## config.mk

```make
export PLATFORM = sky130hd
export DESIGN_NAME = bvtf_req_decode
export DESIGN_NICKNAME = d
export VERILOG_FILES = /design/src/rtl/bvtf_pkg.sv /design/src/rtl/bvtf_req_decode.sv
export SDC_FILE = /design/constraint.sdc
export NUM_CORES = 1
export LEC_CHECK = 0
export BUFFER_PORTS_ARGS = -buffer_cell sky130_fd_sc_hd__buf_2
export CAP_MARGIN = 25
export CORE_MARGIN = 2
export CORE_UTILIZATION = 30
export DETAILED_ROUTE_END_ITERATION = 16
export PLACE_DENSITY_LB_ADDON = 0.12
export SYNTH_ARGS = -nofsm -noshare
export SYNTH_HDL_FRONTEND = slang
export SYNTH_SLANG_ARGS = --single-unit
```

## constraint.sdc

```tcl
create_clock -name vclk -period 1.9
set_clock_uncertainty 0.15 [all_clocks]
set_input_delay 0.095 -clock vclk [all_inputs]
set_output_delay 0.095 -clock vclk [all_outputs]
set_load 0.03 [all_outputs]
```

## src/rtl/bvtf_pkg.sv

```systemverilog
package bvtf_pkg;

    // Bus and memory geometry.
    localparam int unsigned BUS_ADDR_W  = 16;
    localparam int unsigned BYTE_W      = 8;
    localparam int unsigned WORD_IDX_W  = 12;               // byte pairs in one bank
    localparam int unsigned RAM_ADDR_W  = WORD_IDX_W + 1;   // bank bit on top
    localparam int unsigned COLOR_W     = 2;

    localparam logic [BUS_ADDR_W-1:0] BANK_REG_ADDR = 16'hFF4F;
    localparam logic [2:0]            VRAM_PREFIX   = 3'b100;  // 0x8000-0x9FFF
    localparam logic [BYTE_W-1:0]     BYTE_ALL_ONES = 8'hFF;
    localparam logic [BYTE_W-2:0]     BANK_REG_PAD  = 7'h7F;
    localparam logic [RAM_ADDR_W-1:0] CLR_LAST      = '1;

    // Operation codes.
    localparam logic [1:0] OP_BUS_READ  = 2'd0;
    localparam logic [1:0] OP_BUS_WRITE = 2'd1;
    localparam logic [1:0] OP_BG_FETCH  = 2'd2;
    localparam logic [1:0] OP_OBJ_FETCH = 2'd3;

    // Where a result comes from.
    typedef enum logic [1:0] {
        SRC_FIXED,
        SRC_BYTE,
        SRC_PIXEL
    } t_src;

    typedef struct packed {
        logic [RAM_ADDR_W-1:0] ram_addr;
        logic                  re;
        logic                  we_even;
        logic                  we_odd;
        logic                  bank_we;
        t_src                  src;
        logic [BYTE_W-1:0]     fixed_data;
        logic                  odd_sel;
    } t_req;

endpackage

```

## src/rtl/bvtf_req_decode.sv

```systemverilog
module bvtf_req_decode (
    input  logic [1:0]          i_operation,
    input  logic [15:0]         i_address,
    input  logic                i_locked,
    input  logic [7:0]          i_tile_id,
    input  logic                i_unsigned_addressing,
    input  logic                i_fetch_bank,
    input  logic                i_double_height,
    input  logic [3:0]          i_pixel_y,
    input  logic                i_color_mode,
    input  logic                i_bank_select,
    output bvtf_pkg::t_req      o_req
);

    logic                                is_reg;
    logic                                is_vram;
    logic                                cpu_bank;
    logic [7:0]                          obj_id;
    logic [bvtf_pkg::WORD_IDX_W-1:0]     bg_word;
    logic [bvtf_pkg::WORD_IDX_W-1:0]     obj_word;

    assign is_reg   = i_color_mode && (i_address == bvtf_pkg::BANK_REG_ADDR);
    assign is_vram  = (i_address[15:13] == bvtf_pkg::VRAM_PREFIX);
    assign cpu_bank = i_color_mode & i_bank_select;

    // Signed addressing puts tile 0 at 0x9000, so in byte-pair units the
    // sign-extended id plus 0x800 is just the id with its top bit inverted.
    assign bg_word = i_unsigned_addressing ? {1'b0, i_tile_id, i_pixel_y[2:0]}
                                           : {~i_tile_id[7], i_tile_id, i_pixel_y[2:0]};

    // Object rows 8-15 carry into the next tile; the sum stays inside the bank.
    assign obj_id   = i_double_height ? {i_tile_id[7:1], 1'b0} : i_tile_id;
    assign obj_word = {1'b0, obj_id, 3'b000} + {8'h00, i_pixel_y};

    always_comb begin
        o_req            = '0;
        o_req.src        = bvtf_pkg::SRC_FIXED;
        o_req.fixed_data = '0;
        unique case (i_operation)
            bvtf_pkg::OP_BUS_READ: begin
                if (is_reg) begin
                    o_req.fixed_data = {bvtf_pkg::BANK_REG_PAD, i_bank_select};
                end else if (is_vram && !i_locked) begin
                    o_req.src      = bvtf_pkg::SRC_BYTE;
                    o_req.re       = 1'b1;
                    o_req.ram_addr = {cpu_bank, i_address[12:1]};
                    o_req.odd_sel  = i_address[0];
                end else begin
                    o_req.fixed_data = bvtf_pkg::BYTE_ALL_ONES;
                end
            end
            bvtf_pkg::OP_BUS_WRITE: begin
                if (is_reg) begin
                    o_req.bank_we = 1'b1;
                end else if (is_vram && !i_locked) begin
                    o_req.ram_addr = {cpu_bank, i_address[12:1]};
                    o_req.we_even  = ~i_address[0];
                    o_req.we_odd   = i_address[0];
                end
            end
            bvtf_pkg::OP_BG_FETCH: begin
                o_req.src      = bvtf_pkg::SRC_PIXEL;
                o_req.re       = 1'b1;
                o_req.ram_addr = {i_fetch_bank, bg_word};
            end
            bvtf_pkg::OP_OBJ_FETCH: begin
                o_req.src      = bvtf_pkg::SRC_PIXEL;
                o_req.re       = 1'b1;
                o_req.ram_addr = {i_fetch_bank, obj_word};
            end
            default: begin
                o_req.src = bvtf_pkg::SRC_FIXED;
            end
        endcase
    end

endmodule

```

# [Word level (Yosys, flattened, before mapping)]
# Index checks and enable logic that the tools add are counted.
[op_classes] bitwise=3 reduce_logical=5 eq_ne=5 mux=20 n_addsub=1
[op_table] cell="$pmux W13 S4" count=1
[op_table] cell="$mux W14" count=2
[op_table] cell="$mux W13" count=2
[op_table] cell="$eq A16 B16 Y1 const B" count=1
[op_table] cell="$mux W8" count=2
[op_table] cell="$add A11 B4 Y12" count=1
[op_table] cell="$mux W12" count=1
[op_table] cell="$mux W9" count=1
[op_table] cell="$mux W1" count=6
[op_table] cell="$eq A2 B2 Y1 const B" count=2
[op_table] cell="$mux W2" count=2
[op_table] cell="$pmux W2 S2" count=1
[op_table] cell="$eq A3 B3 Y1 const B" count=1
[op_table] cell="$mux W3" count=1
[op_table] cell="$eq A2 B1 Y1 const B" count=1
[op_table] cell="$logic_and A1 B1 Y1" count=2
[op_table] cell="$logic_not A2 Y1" count=1
[op_table] cell="$not A1 Y1" count=2
[op_table] cell="$pmux W1 S2" count=1
[op_table] cell="$reduce_or A2 Y1" count=1
[op_table] cell="$and A1 B1 Y1" count=1
[op_table] cell="$logic_not A1 Y1" count=1
[totals] regBits=0 out_inout_bits=28 elab_cells=34

# [Longest topological paths before layout]
[logic_depth] ltp_word=5 depth_mapped=6 depth_no_buf=6

# [Worst setup path before layout]
# OpenSTA, ideal clock, no wires.
[synth_timing] path_kind="in2out" start="input port i_address[13]" end="output port o_req[0] in the netlist's numbering" required_time_ps=1655 setup_slack_ps=-118 path_stages=3 t_arrival_ps=1773 cell_sequence="or4b_4 nor3_1 and2_1"
[synth_lines] item="start: declaration" line="bvtf_req_decode.sv:3" text="input logic [15:0] i_address,"
[synth_lines] item="end: declaration" line="bvtf_req_decode.sv:12" text="output bvtf_pkg::t_req o_req"

==> flow_metrics.tcl <==
set metrics [dict create \
    status "finished clean" \
    avgRoutedWirePerCell_um 11.97 \
    rsz0062_at_grt "no" \
    drtIter0Drc 9 \
    worst_setup_path_start_kind "input pin" \
    die_w_um 47.32 \
    diodes 0 \
    irDropWorstVdd_v 0.0001097 \
    grt_usage_pct 15.06 \
    slew_viol_final 0 \
    max_slew.worst_pin.slew_ns 0.4435 \
    grt_pass1_wl_um 2601 \
    die-area_um2 2239 \
    dpl_cell_area_um2 847.1 \
    drv_cap 0 \
    vias_per_cell 5.200 \
    core_um2 1745 \
    globalplace.congestion 0.7716 \
    finalCritPeriodShare_pct 92.79 \
    worstPathArrival_ns 1.52 \
    grt_pass1_vias 618 \
    ys_seq_area_share_pct 0 \
    firstDrtPassIters 4 \
    setup_viol 0 \
    path_max_fanout 3 \
    cp-end-kind "output port" \
    slew_headroom_pct 70.43 \
    regArea_um2 0 \
    totalWireLength_um 1796 \
    path_buf_inv 2 \
    drc 0 \
    hold_viol 0 \
    slowest_delay_ns 0.29 \
    cts_post_setup_buffers_inserted 0 \
    dpl.cell_count 150 \
    syn_area_per_cell_um2 7.930 \
    design_area_um2 860.8 \
    num-nets-final 166 \
    cts_resized 0 \
    antenna_found_initial 0 \
    netlist_area_um2 563.0 \
    hp-start "i_address[0]" \
    cts_hold_buf 0 \
    instances_no_fill 150 \
    synth_cell_types 33 \
    fin_tns_setup_ns 0 \
    period_needed_ns 1.763 \
    crit_chain "buf_2 -> nor2b_2 -> ha_1 -> ha_1 -> nand3_2 -> o211a_1 -> a211o_2 -> buf_2" \
    crit_required_ns 1.65 \
    placementRows 15 \
    max_freq_ghz 0.5672 \
    overflow 0 \
    synth_cells 71 \
    grt_max_degree 26 \
    hpwl_um 1516 \
    path_class "input pin to output port" \
    power_density_nw_per_um2 240.9 \
    antenna_left 0 \
    hold_class "input pin to output port" \
    startpoint "i_tile_id[0]" \
    start_util_pct 32.26 \
    hold_path_end "o_req[13]" \
    syn_to_final_growth_pct 52.89 \
    synth.top_cell.area_share_pct 8.889 \
    die_h_um 47.32 \
    vias 780 \
    syn_nets 110 \
    holdPathStages 3 \
    drive_gt1_share_pct 66.40 \
    critical_path.top_delay_family "compound AO/OA/AOI/OAI gates" \
    seq_cell_count 0 \
    yosys-top-cells-area "a22o_2, buf_4, ha_1, nor4b_1, buf_6" \
    synth_area_leader_cell "a22o_2" \
    power_leakage_nw 0.4818 \
    io_pins 64 \
    clock_buffers 0 \
    crit_slowest_cell "a211o_2" \
    yosysWarnings 0 \
    portBuffers 64 \
]
[worst max-delay path by stage]
stage | end | cells past startpoint | slack, ns
after CTS | o_req[24] | 8 | 0.08
after detailed placement | o_req[24] | 8 | 0.08
after global routing | o_req[24] | 8 | 0.03
after global placement | o_req[24] | 8 | 0.12
final | o_req[24] | 8 | 0.14
after floorplan | o_req[0] | 3 | 0.18
[layout make-up]
cell class         instances  area (um^2)
well taps                 25        31.28
multi-input cells         57        490.5
fillers                  197        884.6
inverters                  3        11.26
repair buffers            65        327.8
[Yosys cell counts (all sizes together) (2+ instances only)]
cell    n
xnor2   3
ha      3
nor4    2
nand3   5
a211o   3
nor3    2
nand2b  2
clkbuf  2
nor4b   4
nand2   2
buf     9
a22o    8
inv     3
nand4   4
and3    2
mux2    2
[cells by family (layout without fill, tap and decap cells)]
family / Yosys count / count (layout) / synth area share, %
buffers and inverters: 14 / 68 / 17.33
AO/OA/AOI/OAI: 18 / 18 / 29.78
XOR/XNOR: 3 / 3 / 4.668
AND/OR/NAND/NOR: 31 / 31 / 37.56
multiplexers: 2 / 2 / 4.000
adder cells (fa/ha/maj): 3 / 3 / 6.667
[cells in the final DEF (no fill, tap or decap)]
cell      synthesis  final
o311a_1           1      1
and3_1            2      2
nand3b_1          1      1
nor4_1            2      2
nor4b_2           0      2
and2_1            1      1
nand2b_1          2      2
nor4b_1           4      2
o21bai_1          1      1
and4b_1           1      1
a211o_2           3      3
or4b_4            1      1
a22o_2            5      5
o211a_1           1      1
o211ai_1          1      1
nand3_1           5      4
xnor2_1           3      3
nand4_1           4      4
a22o_1            3      3
a31oi_1           1      1
nor2b_2           0      1
o311ai_1          0      1
buf_2             0     64
nor3_2            0      1
nand3_2           0      1
inv_1             3      3
nor3_1            2      1
buf_4             6      1
mux2_2            2      2
or3_1             1      1
a32o_2            1      1
nor2_4            1      1
ha_1              3      3
nor4bb_1          1      1
nand2_1           2      2
[power breakdown]
group          internal (W)  switching, W
registers                 0             0
clock network             0             0
logic             0.0000812      0.000126
total             0.0000812      0.000126
[layer usage]
metal,up-vias,GRT usage [%],part of all wire [%]
met5,-,0,0
met4,0,0,0
met3,0,0,7.6
met2,35,24.86,46
met1,356,23.15,46
li1,389,-,-
[stage by stage]
| stage | hold WS, ns | total power [W] | utilization, % | setup slack, ns |
|---|---|---|---|---|
| 3_5_place_dp | 0.3684 | 0.0002066 | 48.53 | 0.07735 |
| 6_report | 0.3677 | 0.0002074 | 49.32 | 0.1369 |
| 3_3_place_gp | 0.3694 | 0.0002046 | 48.53 | 0.1172 |
| 2_1_floorplan | 0.1131 | 0.0001363 | - | 0.1751 |
| 5_1_grt | 0.3911 | 0.0002247 | 49.32 | 0.03206 |
| 4_1_cts | 0.3703 | 0.0002070 | 48.53 | 0.07864 |
(Power assumes the default switching activity.)
